==> config.mk <==
export PLATFORM = sky130hd
export DESIGN_NAME = can_fragment_packet_reassembler_core
export DESIGN_NICKNAME = d
export VERILOG_FILES = /design/src/hw/rtl/cfrm_pkg.sv /design/src/hw/rtl/can_fragment_packet_reassembler_core.sv /design/src/hw/rtl/cfrm_queue.sv /design/src/hw/rtl/cfrm_front.sv /design/src/hw/rtl/cfrm_back.sv
export VERILOG_INCLUDE_DIRS = /design/src /design/src/hw/rtl
export SDC_FILE = /design/constraint.sdc
export NUM_CORES = 1
export LEC_CHECK = 0
export BUFFER_PORTS_ARGS = -buffer_cell sky130_fd_sc_hd__buf_2
export CORE_AREA = 2 2 173 175
export DETAILED_ROUTE_END_ITERATION = 10
export DIE_AREA = 0 0 175 177
export PLACE_DENSITY_LB_ADDON = 0.25
export REMOVE_ABC_BUFFERS = 1
export SYNTH_ARGS = -nofsm -noshare
export SYNTH_HDL_FRONTEND = slang
export SYNTH_SLANG_ARGS = --single-unit
==> constraint.sdc <==
create_clock -name clk_i -period 15.08 [get_ports clk_i]
set_clock_uncertainty 0.15 [all_clocks]
set_input_delay 0.754 -clock clk_i [delete_from_list [all_inputs] [get_ports clk_i]]
set_output_delay 0.754 -clock clk_i [all_outputs]
set_load 0.01 [all_outputs]
==> src/hw/rtl/can_fragment_packet_reassembler_core_assert.svh <==
// Assertion macros shared by the reassembler RTL.
// Used by modules that have clk_i and rst_ni; define ASSERT_OFF to drop them.
`ifndef CAN_FRAGMENT_PACKET_REASSEMBLER_CORE_ASSERT_SVH
`define CAN_FRAGMENT_PACKET_REASSEMBLER_CORE_ASSERT_SVH

`ifndef ASSERT_OFF
`define CFRM_ASSERT(lbl, prop) \
  lbl: assert property (@(posedge clk_i) disable iff (!rst_ni) prop) \
    else $error("reassembler assertion failed");
`define CFRM_NEVER(lbl, cond) \
  lbl: assert property (@(posedge clk_i) disable iff (!rst_ni) !(cond)) \
    else $error("reassembler forbidden condition seen");
`else
`define CFRM_ASSERT(lbl, prop)
`define CFRM_NEVER(lbl, cond)
`endif

`endif

==> src/hw/rtl/cfrm_pkg.sv <==
// Shared types and constants of the CAN fragment reassembler.
// No dependencies; imported by every RTL module of the block.
`timescale 1ns / 1ps

package cfrm_pkg;

  localparam int MAX_PACKET_BYTES = 1024;

  localparam int FRAME_ID_W = 29;
  localparam int CHAN_W     = 16;
  localparam int CHAN_LSB   = 12;
  localparam int CNT_W      = 4;
  localparam int DATA_W     = 64;
  localparam int NBYTES     = 8;
  localparam int LEN_W      = 11;
  localparam int OFF_W      = 10;
  localparam int EP_W       = 6;
  localparam int FRAG_W     = 7;
  localparam int NFRAG_W    = 8;
  localparam int OP_W       = 8;
  localparam int PHASE_W    = 3;
  localparam int STATUS_W   = 2;

  localparam int CFG_IDX_W  = 2;
  localparam int CFG_DATA_W = 16;

  localparam logic [CFG_IDX_W-1:0] CFG_OWN_CHANNEL    = 2'd0;
  localparam logic [CFG_IDX_W-1:0] CFG_CHANNEL_ENABLE = 2'd1;

  localparam logic [OP_W-1:0] OP_LEAD_MAX = 8'h3f;
  localparam logic [OP_W-1:0] OP_DATA_MIN = 8'h40;
  localparam logic [OP_W-1:0] OP_DATA_MAX = 8'hbf;
  localparam logic [OP_W-1:0] OP_TRAIL    = 8'hc0;
  localparam logic [OP_W-1:0] OP_ADV      = 8'hc1;

  localparam logic [PHASE_W-1:0] PH_READY    = 3'd0;
  localparam logic [PHASE_W-1:0] PH_DATA     = 3'd1;
  localparam logic [PHASE_W-1:0] PH_TRAILING = 3'd2;
  localparam logic [PHASE_W-1:0] PH_INVALID  = 3'd3;
  localparam logic [PHASE_W-1:0] PH_DONE     = 3'd4;

  localparam logic [STATUS_W-1:0] ST_OK       = 2'd0;
  localparam logic [STATUS_W-1:0] ST_REJECT   = 2'd1;
  localparam logic [STATUS_W-1:0] ST_CONFLICT = 2'd2;
  localparam logic [STATUS_W-1:0] ST_IGNORED  = 2'd3;

  // Queue between front and back
  localparam int QUEUE_DEPTH = 2;
  localparam int QPTR_W      = (QUEUE_DEPTH > 1) ? $clog2(QUEUE_DEPTH) : 1;
  localparam int QCNT_W      = $clog2(QUEUE_DEPTH + 1);

  typedef enum logic [2:0] {
    OPC_LEAD,
    OPC_DATA,
    OPC_TRAIL,
    OPC_ADV,
    OPC_OTHER
  } op_class_e;

  // Classified frame handed from front to back
  typedef struct packed {
    logic              match;
    op_class_e         op_class;
    logic [FRAG_W-1:0] frag;
    logic [EP_W-1:0]   endpoint;
    logic              len_ok;
    logic [LEN_W-1:0]  lead_len;
    logic [CNT_W-1:0]  cnt;
    logic [DATA_W-1:0] data;
  } item_t;

  typedef struct packed {
    logic [STATUS_W-1:0] status;
    logic [PHASE_W-1:0]  rx_phase;
    logic                write_enable;
    logic [OFF_W-1:0]    write_offset;
    logic [DATA_W-1:0]   write_data;
    logic [CNT_W-1:0]    write_count;
    logic                packet_done;
    logic [EP_W-1:0]     endpoint;
    logic [LEN_W-1:0]    packet_length;
  } result_t;

endpackage

==> src/hw/rtl/can_fragment_packet_reassembler_core.sv <==
// CAN fragment packet reassembler. One received CAN frame enters per push and
// yields exactly one result, in order. Items flow through a front end (channel
// filter match, byte-count clamp, opcode decode), a two-entry queue and a back
// end that owns the reassembly phase, lengths, fragment number and lost flag.
// Throughput is one item per clock while results are popped: the back end
// refills its output register in the cycle it is popped. An accepted item is
// written into the queue and then moves into the output register, where the
// result shows (empty low), once the back end can take it. full rises only
// when the queue is full and the result register is still waiting to be
// popped. Configuration writes are always taken (cfg_ready_o is tied high)
// and must only be issued while idle; writing own_channel clears the lost
// flag set by an advertisement frame.
// Depends on cfrm_pkg, cfrm_front, cfrm_queue and cfrm_back.
`timescale 1ns / 1ps

module can_fragment_packet_reassembler_core (
  input  logic                                clk_i,
  input  logic                                rst_ni,
  // frame input queue side
  input  logic                                push,
  output logic                                full,
  input  logic [cfrm_pkg::FRAME_ID_W-1:0]     frame_id_i,
  input  logic                                extended_i,
  input  logic [cfrm_pkg::CNT_W-1:0]          byte_count_i,
  input  logic [cfrm_pkg::DATA_W-1:0]         payload_i,
  // result queue side
  output logic                                empty,
  input  logic                                pop,
  output logic [cfrm_pkg::STATUS_W-1:0]       status_o,
  output logic [cfrm_pkg::PHASE_W-1:0]        rx_phase_o,
  output logic                                write_enable_o,
  output logic [cfrm_pkg::OFF_W-1:0]          write_offset_o,
  output logic [cfrm_pkg::DATA_W-1:0]         write_data_o,
  output logic [cfrm_pkg::CNT_W-1:0]          write_count_o,
  output logic                                packet_done_o,
  output logic [cfrm_pkg::EP_W-1:0]           endpoint_o,
  output logic [cfrm_pkg::LEN_W-1:0]          packet_length_o,
  // configuration write channel
  input  logic                                cfg_valid_i,
  output logic                                cfg_ready_o,
  input  logic [cfrm_pkg::CFG_IDX_W-1:0]      cfg_index_i,
  input  logic [cfrm_pkg::CFG_DATA_W-1:0]     cfg_data_i
);
  import cfrm_pkg::*;

  item_t   fe_item;
  item_t   q_item;
  result_t res;
  logic    q_push;
  logic    q_pop;
  logic    q_full;
  logic    q_empty;
  logic    lost_clr;
  logic    out_valid;
  logic    pop_acc;

  assign cfg_ready_o = 1'b1;
  assign full        = q_full;
  assign empty       = !out_valid;
  assign pop_acc     = pop && out_valid;

  cfrm_front u_front (
    .clk_i        (clk_i),
    .rst_ni       (rst_ni),
    .push_i       (push),
    .q_full_i     (q_full),
    .frame_id_i   (frame_id_i),
    .extended_i   (extended_i),
    .byte_count_i (byte_count_i),
    .payload_i    (payload_i),
    .cfg_valid_i  (cfg_valid_i && cfg_ready_o),
    .cfg_index_i  (cfg_index_i),
    .cfg_data_i   (cfg_data_i),
    .q_push_o     (q_push),
    .item_o       (fe_item),
    .lost_clr_o   (lost_clr)
  );

  cfrm_queue u_queue (
    .clk_i     (clk_i),
    .rst_ni    (rst_ni),
    .wr_en_i   (q_push),
    .wr_item_i (fe_item),
    .full_o    (q_full),
    .rd_en_i   (q_pop),
    .rd_item_o (q_item),
    .empty_o   (q_empty)
  );

  cfrm_back u_back (
    .clk_i       (clk_i),
    .rst_ni      (rst_ni),
    .q_empty_i   (q_empty),
    .item_i      (q_item),
    .q_pop_o     (q_pop),
    .lost_clr_i  (lost_clr),
    .pop_i       (pop_acc),
    .out_valid_o (out_valid),
    .res_o       (res)
  );

  assign status_o        = res.status;
  assign rx_phase_o      = res.rx_phase;
  assign write_enable_o  = res.write_enable;
  assign write_offset_o  = res.write_offset;
  assign write_data_o    = res.write_data;
  assign write_count_o   = res.write_count;
  assign packet_done_o   = res.packet_done;
  assign endpoint_o      = res.endpoint;
  assign packet_length_o = res.packet_length;

endmodule

==> src/hw/rtl/cfrm_queue.sv <==
// Short register queue carrying classified items from front to back.
// Depends on cfrm_pkg and the assertion macro header.
`timescale 1ns / 1ps
`include "can_fragment_packet_reassembler_core_assert.svh"

module cfrm_queue (
  input  logic           clk_i,
  input  logic           rst_ni,
  input  logic           wr_en_i,
  input  cfrm_pkg::item_t wr_item_i,
  output logic           full_o,
  input  logic           rd_en_i,
  output cfrm_pkg::item_t rd_item_o,
  output logic           empty_o
);
  import cfrm_pkg::*;

  item_t             mem_q [QUEUE_DEPTH];
  logic [QPTR_W-1:0] wr_ptr_q, wr_ptr_d;
  logic [QPTR_W-1:0] rd_ptr_q, rd_ptr_d;
  logic [QCNT_W-1:0] cnt_q, cnt_d;

  assign full_o    = (cnt_q == QCNT_W'(QUEUE_DEPTH));
  assign empty_o   = (cnt_q == '0);
  assign rd_item_o = mem_q[rd_ptr_q];

  always_comb begin
    wr_ptr_d = wr_ptr_q;
    rd_ptr_d = rd_ptr_q;
    cnt_d    = cnt_q;
    if (wr_en_i) begin
      wr_ptr_d = (wr_ptr_q == QPTR_W'(QUEUE_DEPTH - 1)) ? '0 : wr_ptr_q + 1'b1;
    end
    if (rd_en_i) begin
      rd_ptr_d = (rd_ptr_q == QPTR_W'(QUEUE_DEPTH - 1)) ? '0 : rd_ptr_q + 1'b1;
    end
    if (wr_en_i && !rd_en_i) begin
      cnt_d = cnt_q + 1'b1;
    end else if (!wr_en_i && rd_en_i) begin
      cnt_d = cnt_q - 1'b1;
    end
  end

  always_ff @(posedge clk_i or negedge rst_ni) begin
    if (!rst_ni) begin
      wr_ptr_q <= '0;
      rd_ptr_q <= '0;
      cnt_q    <= '0;
    end else begin
      wr_ptr_q <= wr_ptr_d;
      rd_ptr_q <= rd_ptr_d;
      cnt_q    <= cnt_d;
    end
  end

  always_ff @(posedge clk_i) begin
    if (wr_en_i) begin
      mem_q[wr_ptr_q] <= wr_item_i;
    end
  end

  `CFRM_NEVER(a_no_write_when_full, wr_en_i && full_o)
  `CFRM_NEVER(a_no_read_when_empty, rd_en_i && empty_o)
  `CFRM_ASSERT(a_cnt_bound, cnt_q <= QCNT_W'(QUEUE_DEPTH))

endmodule

==> src/hw/rtl/cfrm_front.sv <==
// Front end: holds the configuration registers, accepts frames and classifies them.
// Depends on cfrm_pkg.
`timescale 1ns / 1ps

module cfrm_front (
  input  logic                                clk_i,
  input  logic                                rst_ni,
  input  logic                                push_i,
  input  logic                                q_full_i,
  input  logic [cfrm_pkg::FRAME_ID_W-1:0]     frame_id_i,
  input  logic                                extended_i,
  input  logic [cfrm_pkg::CNT_W-1:0]          byte_count_i,
  input  logic [cfrm_pkg::DATA_W-1:0]         payload_i,
  input  logic                                cfg_valid_i,
  input  logic [cfrm_pkg::CFG_IDX_W-1:0]      cfg_index_i,
  input  logic [cfrm_pkg::CFG_DATA_W-1:0]     cfg_data_i,
  output logic                                q_push_o,
  output cfrm_pkg::item_t                     item_o,
  output logic                                lost_clr_o
);
  import cfrm_pkg::*;

  logic [CHAN_W-1:0] own_channel_q;
  logic              channel_enable_q;
  logic [OP_W-1:0]   op;
  logic [OP_W-1:0]   frag_full;
  logic [CNT_W-1:0]  cnt;
  logic [DATA_W-1:0] data;
  logic [15:0]       len16;

  assign lost_clr_o = cfg_valid_i && (cfg_index_i == CFG_OWN_CHANNEL);

  always_ff @(posedge clk_i or negedge rst_ni) begin
    if (!rst_ni) begin
      own_channel_q    <= '0;
      channel_enable_q <= 1'b0;
    end else if (cfg_valid_i) begin
      if (cfg_index_i == CFG_OWN_CHANNEL) begin
        own_channel_q <= cfg_data_i[CHAN_W-1:0];
      end
      if (cfg_index_i == CFG_CHANNEL_ENABLE) begin
        channel_enable_q <= cfg_data_i[0];
      end
    end
  end

  assign q_push_o = push_i && !q_full_i;

  // Clamp the count to eight and zero bytes beyond it
  always_comb begin
    cnt = (byte_count_i > CNT_W'(NBYTES)) ? CNT_W'(NBYTES) : byte_count_i;
    for (int i = 0; i < NBYTES; i++) begin
      data[8*i +: 8] = (CNT_W'(i) < cnt) ? payload_i[8*i +: 8] : 8'h00;
    end
  end

  assign op        = frame_id_i[OP_W-1:0];
  assign frag_full = op - OP_DATA_MIN;
  assign len16     = data[47:32];

  always_comb begin
    item_o.match    = extended_i && channel_enable_q &&
                      (frame_id_i[CHAN_LSB +: CHAN_W] == own_channel_q);
    if (op <= OP_LEAD_MAX) begin
      item_o.op_class = OPC_LEAD;
    end else if (op <= OP_DATA_MAX) begin
      item_o.op_class = OPC_DATA;
    end else if (op == OP_TRAIL) begin
      item_o.op_class = OPC_TRAIL;
    end else if (op == OP_ADV) begin
      item_o.op_class = OPC_ADV;
    end else begin
      item_o.op_class = OPC_OTHER;
    end
    item_o.frag     = frag_full[FRAG_W-1:0];
    item_o.endpoint = op[EP_W-1:0];
    item_o.len_ok   = ({1'b0, len16} <= 17'(MAX_PACKET_BYTES));
    item_o.lead_len = len16[LEN_W-1:0];
    item_o.cnt      = cnt;
    item_o.data     = data;
  end

endmodule

==> src/hw/rtl/cfrm_back.sv <==
// Back end: reassembly state of the own channel; applies one classified item per cycle while the result is popped.
// Depends on cfrm_pkg and the assertion macro header.
`timescale 1ns / 1ps
`include "can_fragment_packet_reassembler_core_assert.svh"

module cfrm_back (
  input  logic              clk_i,
  input  logic              rst_ni,
  input  logic              q_empty_i,
  input  cfrm_pkg::item_t   item_i,
  output logic              q_pop_o,
  input  logic              lost_clr_i,
  input  logic              pop_i,
  output logic              out_valid_o,
  output cfrm_pkg::result_t res_o
);
  import cfrm_pkg::*;

  logic [PHASE_W-1:0] phase_q, phase_d;
  logic [LEN_W-1:0]   exp_q, exp_d;
  logic [LEN_W-1:0]   rcv_q, rcv_d;
  logic [NFRAG_W-1:0] nfrag_q, nfrag_d;
  logic [EP_W-1:0]    ep_q, ep_d;
  logic               lost_q;
  logic               set_lost;
  logic               ignored;
  logic [LEN_W:0]     sum;
  logic               out_valid_q;
  result_t            res_q, res_d;
  logic               take;

  assign take        = !q_empty_i && (!out_valid_q || pop_i);
  assign q_pop_o     = take;
  assign out_valid_o = out_valid_q;
  assign res_o       = res_q;
  assign ignored     = !item_i.match || lost_q;
  assign sum         = (LEN_W+1)'(rcv_q) + (LEN_W+1)'(item_i.cnt);

  always_comb begin
    phase_d  = phase_q;
    exp_d    = exp_q;
    rcv_d    = rcv_q;
    nfrag_d  = nfrag_q;
    ep_d     = ep_q;
    set_lost = 1'b0;
    res_d    = '0;
    res_d.status = ST_OK;
    if (ignored) begin
      res_d.status = ST_IGNORED;
    end else begin
      unique case (item_i.op_class)
        OPC_LEAD: begin
          phase_d = PH_READY;
          if (!item_i.len_ok) begin
            res_d.status = ST_REJECT;
          end else begin
            rcv_d   = '0;
            exp_d   = item_i.lead_len;
            nfrag_d = '0;
            ep_d    = item_i.endpoint;
            phase_d = PH_DATA;
          end
        end
        OPC_DATA: begin
          if (phase_q != PH_DATA || nfrag_q != NFRAG_W'(item_i.frag) ||
              sum > (LEN_W+1)'(exp_q)) begin
            res_d.status = ST_REJECT;
          end else begin
            res_d.write_enable = 1'b1;
            res_d.write_offset = rcv_q[OFF_W-1:0];
            res_d.write_data   = item_i.data;
            res_d.write_count  = item_i.cnt;
            rcv_d   = sum[LEN_W-1:0];
            nfrag_d = nfrag_q + 1'b1;
            if (sum[LEN_W-1:0] == exp_q) begin
              phase_d = PH_TRAILING;
            end
          end
        end
        OPC_TRAIL: begin
          if (phase_q != PH_TRAILING) begin
            phase_d      = PH_INVALID;
            res_d.status = ST_REJECT;
          end else begin
            phase_d           = PH_DONE;
            res_d.packet_done = 1'b1;
          end
        end
        OPC_ADV: begin
          set_lost     = 1'b1;
          res_d.status = ST_CONFLICT;
        end
        OPC_OTHER: begin
          res_d.status = ST_REJECT;
        end
        default: begin
          res_d.status = ST_REJECT;
        end
      endcase
    end
    res_d.rx_phase      = phase_d;
    res_d.endpoint      = ep_d;
    res_d.packet_length = exp_d;
  end

  always_ff @(posedge clk_i or negedge rst_ni) begin
    if (!rst_ni) begin
      phase_q     <= PH_READY;
      exp_q       <= '0;
      rcv_q       <= '0;
      nfrag_q     <= '0;
      ep_q        <= '0;
      lost_q      <= 1'b0;
      out_valid_q <= 1'b0;
    end else begin
      if (take) begin
        phase_q <= phase_d;
        exp_q   <= exp_d;
        rcv_q   <= rcv_d;
        nfrag_q <= nfrag_d;
        ep_q    <= ep_d;
      end
      // The user must write own_channel only while idle (not enforced); lost_clr_i wins a clash with set_lost.
      if (lost_clr_i) begin
        lost_q <= 1'b0;
      end else if (take && set_lost) begin
        lost_q <= 1'b1;
      end
      if (take) begin
        out_valid_q <= 1'b1;
      end else if (pop_i) begin
        out_valid_q <= 1'b0;
      end
    end
  end

  always_ff @(posedge clk_i) begin
    if (take) begin
      res_q <= res_d;
    end
  end

  `CFRM_ASSERT(a_wen_only_ok, (out_valid_q && res_q.write_enable) |-> (res_q.status == ST_OK))
  `CFRM_ASSERT(a_done_phase, (out_valid_q && res_q.packet_done) |-> (res_q.rx_phase == PH_DONE))
  `CFRM_ASSERT(a_ignored_holds, (take && ignored) |=> ($stable(phase_q) && $stable(rcv_q)))
  `CFRM_NEVER(a_pop_overflow, take && out_valid_q && !pop_i)

endmodule

# Word level (Yosys, flattened, before mapping)
# Memories as Yosys holds them, arrays and structs flattened.
# Cells that the tools add are included.
[word_totals] register_bits=164 ramBits=194 input_bits=121 out_inout_bits=105 memories=1
[op_classes] n_addsub=7 magnitude_cmp=13 eq_ne=14 mux=49 bitwise=3 n_reduce_logical=32
[mem_list] name="u_queue.mem_q" words=2 width=97 rd=1 rd_ports_with_merged_regs=0 wr=1 line="cfrm_queue.sv:18" text="item_t mem_q [QUEUE_DEPTH];"
[ops] op="8-bit 2-to-1 mux" count=10
[ops] op="79-bit 2-to-1 mux" count=1
[ops] op="11-bit 2-to-1 mux" count=5
[ops] op="3-bit 2-to-1 mux" count=8
[ops] op="11-bit one-hot mux with 2 select lines" count=1
[ops] op="6-bit 2-to-1 mux" count=3
[ops] op="16-bit == test" count=1
[ops] op="8-bit == test, second input constant" count=2
[ops] op="16-bit by 11-bit <= comparator with 1-bit output, second input constant" count=1
[ops] op="3-bit by 4-bit < comparator with 1-bit output, first input constant" count=4
[ops] op="8-bit one-hot mux with 2 select lines" count=1
[ops] op="1-bit 2-to-1 mux" count=15
[ops] op="11-bit by 4-bit adder with 12-bit output" count=1
[ops] op="12-bit by 11-bit > comparator with 1-bit output" count=1
[ops] op="11-bit == test" count=1
[ops] op="1-bit logical AND" count=9
[ops] op="3-bit one-hot mux with 3 select lines" count=1
[ops] op="8-bit by 1-bit adder with 8-bit output, second input constant" count=1
[ops] op="8-bit by 6-bit <= comparator with 1-bit output, second input constant" count=1
[ops] op="8-bit <= comparator, second input constant" count=1
[ops] op="1-bit by 4-bit < comparator with 1-bit output, first input constant" count=2
[ops] op="2-bit by 4-bit < comparator with 1-bit output, first input constant" count=2
[ops] op="8-bit by 7-bit != test with 1-bit output" count=1
[ops] op="2-bit one-hot mux with 4 select lines" count=1
[ops] op="other kinds (25)" count=44

# Longest topological paths before layout
[logic_depth] word_depth=7 depth_mapped=22 depth_no_buf=18

# By module
# From an unflattened synthesis, not the netlist that was laid out.
[hier_totals] cells_unflattened=1004 area_unflattened_um2=15173.3
[modules_own_cells] module="cfrm_queue" instances=1 cells_each=318 area_each_um2=7259.5 seq_area_each_um2=5925.7
[modules_own_cells] module="cfrm_back" instances=1 cells_each=504 area_each_um2=6301.0 seq_area_each_um2=4088.9
[modules_own_cells] module="cfrm_front" instances=1 cells_each=178 area_each_um2=1591.5 seq_area_each_um2=425.4
[modules_own_cells] module="can_fragment_packet_reassembler_core" instances=1 cells_each=4 area_each_um2=21.3 seq_area_each_um2=0.0

# Worst setup path before layout
# OpenSTA, ideal clock, no wires.
[synth_path] path_type="flip-flop to flip-flop" from="register u_queue.rd_ptr_q" to="register u_back.nfrag_q[6]" setup_ns=0.076 arrival_time_ns=4.867 required_ns=14.854 path_slack_ns=9.987 stages_incl_launch_ff=20 period_less_slack_ns=5.093 cell_sequence="dfrtp_1 -> buf_6 -> buf_2 -> buf_1 -> mux2i_1 -> inv_1 -> ha_1 -> a21oi_1 -> o22ai_1 -> nand3_1 -> nor3_1 -> xnor2_1 -> ha_1 -> a21o_1 -> a21oi_1 -> nand3_1 -> a21o_1 -> or4b_1 -> or4b_1 -> o21ai_1"
[synth_lines] element="start, declared" line="cfrm_queue.sv:20" text="logic [QPTR_W-1:0] rd_ptr_q, rd_ptr_d;"
[synth_lines] element="start signal, assigned" line="cfrm_queue.sv:51" text="rd_ptr_q <= rd_ptr_d;"
[synth_lines] element="end signal, assigned" line="cfrm_back.sv:120" text="nfrag_q <= nfrag_d;"
[synth_lines] element="end, declared" line="cfrm_back.sv:22" text="logic [NFRAG_W-1:0] nfrag_q, nfrag_d;"

==> key figures <==
Layout
  – Filler cells: 2452
  – Proportion of layout cells with a drive suffix above 1: 25.7%
  – Final net count: 1331
  – Design area: 16100 um^2
  – Finished Layout Cells: 1612
  – Area delta synth->final: 19.7%

Routing
  – Final WL: 27800 um
  – Post-route ant nets: 0
  – Vias: 8074
  – WL/cell: 17.3 um
  – First-pass iteration count of the detailed router: 5
  – Via density per instance: 5.01
  – Iteration-0 DRC Markers: 555
  – DRC: 0

GRT
  – GRT Util Overall: 18.0%
  – Total gr overflow: 0
  – Pin count of the biggest net entering global routing: 80
  – Vias in the first global route: 8093
  – Global Route met3 Usage: 4.88%
  – GR peak layer: met2
  – GR Util met1: 22.0%
  – First-pass GRT wire length: 43000 um
  – Initial antenna violation count: 6
  – Grt met2 use: 31.0%

Worst setup path
  – R2R Setup Slk: 8.55 ns
  – CP startpoint kind: flip-flop
  – Worst Path Class, Setup: reg -> reg
  – Data arrival, critical path: 6.71 ns
  – Worst Setup End Kind: flip-flop
  – Worst path bufs/invs: 1
  – CP required: 15.27 ns
  – Worst Setup SP: u_queue.rd_ptr_q$_DFFE_PN0P_
  – Crit-path slowest cell: dfrtp_4
  – Worst r2r dst: u_back.res_o[32]$_SDFFCE_PP0P_
  – Launch point of the worst reg-to-reg path: u_queue.rd_ptr_q$_DFFE_PN0P_
  – Crit path max fanout: 79
  – Slowest cell delay on critical path: 1.03 ns
  – Register-to-Register Path Depth: 15
  – Delay-heaviest family, CP: simple AND/OR/NAND/NOR gates
  – Critical Path, Cell by Cell: mux2i_1, inv_1, ha_1, a21oi_1, o22ai_1, nand3_1, nor3_1, xnor2_1, ha_1, nand3_1, nor3_1, a21oi_1, a2111oi_4, nand3_4, nor2_1

Worst hold path
  – Worst min-delay path class: in -> async

Clock tree
  – Clk sinks: 324
  – CTS tree: built
  – CTS clock-pin slew for the worst setup and hold paths: 0.06 ns
  – Clk_lat worst skew: 0.51 ns
  – CTS max path bufs: 3
  – Resize count post-CTS: 0
  – CTS root buf: clkbuf_16
  – TritonCTS Buffers: 35
  – H-tree Lvls: 2
  – Number of post-CTS setup repair buffers: 0
  – Hold Buf Count CTS: 0

Yosys
  – Syn. warnings: 0
  – Share of the synthesized area in the top cell type: 58.5%
  – Area of the mapped netlist: 13400 um^2
  – Ys async rst share: 19.1%
  – Synth cell types: 57
  – Top FF cell, synth: edfxtp_1
  – Avg Inst Size Synth: 14.0 um^2
  – Most common cell in the netlist: edfxtp_1
  – Cells after Synth: 962
  – Synth top cells by count: edfxtp_1 (262), nor2_1 (99), mux2i_1 (73)
  – Sequential fraction of the synthesis area: 70.1%
  – EDFF count, synth: 262
  – FF+latch count, synth: 324
  – Largest cells by area after synthesis: edfxtp_1 (59%), dfrtp_1 (12%), mux2i_1 (5.4%)
  – Yosys top cell by area: edfxtp_1

Die
  – Core ar.: 29200 um^2
  – IO Count: 226
  – Die Y: 177 um
  – Die W: 175 um
  – Die area: 31000 um^2
  – Initial core utilization: 46.0%
  – Placement Rows: 63

STA
  – Fin crit share: 43.3%
  – Unrepaired setup endpoints after global routing: false
  – Slew at the pin closest to its max-slew limit: 1.13 ns
  – Final Hold Vio Count: 0
  – Worst rel slew slack: 23.9%
  – Slew Viols, Final: 0
  – Setup TNS: 0 ns
  – FMAX: 153 MHz
  – # setup viols final: 0
  – Hold_ws: 0.258 ns
  – Post-layout minimum cycle time: 6.53 ns

Power
  – Pwr Total: 2.94 mW
  – PwrDens: 183 nW/um^2
  – Max VDD drop: 97.0 uV
  – Leak Pwr: 6.48 nW

Placement
  – Area post-placement: 15000 um^2
  – Port bufs: 219
  – Post-DP HPWL: 18000 um
  – Placed cells: 1545
  – Final GP Congestion: 0.768

Run status
  – Status: finished, final reports clean

Flow run
  – Maxcap violations: 0
## worst register-to-register path: stages, from the launching register on
cell	delay, ns
dfrtp_4	1.03
mux2i_1	0.48
inv_1	0.10
ha_1	0.30
a21oi_1	0.08
o22ai_1	0.39
nand3_1	0.24
nor3_1	0.37
xnor2_1	0.17
ha_1	0.32
nand3_1	0.12
nor3_1	0.36
a21oi_1	0.16
a2111oi_4	0.76
nand3_4	0.84
nor2_1	0.48
## how the worst max path moves through the flow
stage	endpoint	slack [ns]	depth (start not counted)
floorplan	u_back.res_o[18]$_SDFFCE_PP0P_	7.87	15
global placement	u_back.res_o[21]$_SDFFCE_PP0P_	8.72	15
detailed placement	u_back.res_o[94]$_SDFFCE_PP0P_	8.53	15
CTS	u_back.res_o[94]$_SDFFCE_PP0P_	8.45	15
global route	u_back.res_o[87]$_SDFFCE_PP0P_	7.99	15
finish	u_back.res_o[32]$_SDFFCE_PP0P_	8.55	15
## cell usage in the layout, fill, tap and decap left out, types with 9 or more instances in the layout
master,synthesis,final
edfxtp_1,262,262
buf_2,2,219
nor2_1,99,98
mux2i_1,73,73
nand2_1,66,66
dfrtp_1,62,61
nor2b_1,58,58
o21ai_0,46,46
clkbuf_16,0,36
inv_1,34,33
xnor2_1,30,30
mux2_2,22,22
nand3_1,22,22
and2_1,19,19
a21oi_1,17,17
ha_1,17,17
clkbuf_1,26,12
nor4_1,11,11
buf_4,1,10
nor3_1,9,9
## kinds of logic after synthesis
kind of cell | count (synthesis) | synth area share, %
other | 1 | 0.0279
buffers and inverters | 71 | 2.20
multiplexers | 97 | 7.48
XOR/XNOR | 37 | 2.41
adder cells (fa/ha/maj) | 18 | 1.73
AO/OA/AOI/OAI | 93 | 4.23
AND/OR/NAND/NOR | 321 | 11.9
flip-flops | 324 | 70.1
## state kept, by name, indices dropped and copies added, names as in the netlist
register / flops
u_queue.cnt_q: 2
u_back.nfrag_q: 8
u_queue.mem_q: 160
u_back.lost_q: 1
u_queue.wr_ptr_q: 1
u_back.rcv_q: 11
u_front.channel_enable_q: 1
u_back.phase_q: 3
u_back.out_valid_o: 1
u_back.ep_q: 6
u_queue.rd_ptr_q: 1
u_back.res_o: 102
u_front.own_channel_q: 16
u_back.exp_q: 11
## cell type report
type                       instances  area, um^2  area share [%]
clock buffer                      51         987            6.14
inverter                          35         134           0.832
multi-input combinational        567        3750            23.3
tap                              390         488            3.03
clock inverter                    11         118           0.731
sequential                       324        9420            58.6
antenna                            5        12.5          0.0778
timing repair buffer             229        1170            7.28
## per-stage QoR
step                util (%)  worst slack (ns)
finish                  55.0              8.55
global route            55.0              7.99
CTS                     55.0              8.45
detailed placement      51.2              8.53
global placement        51.2              8.72
floorplan                  -              7.87
## power breakdown
group	switching [mW]	total, mW	leakage (nW)	internal, mW
registers	0.122	1.39	3.32	1.27
logic	0.451	0.727	2.63	0.276
clock network	0.335	0.825	0.533	0.490
total	0.908	2.94	6.48	2.04
## routing by layer
metal	up-vias	part of all wire, %
met2	182	50
met5	-	0.047
met3	49	6.6
li1	3944	-
met1	3897	41
met4	2	2.2
Note: power is estimated with default switching activity, not from simulation.
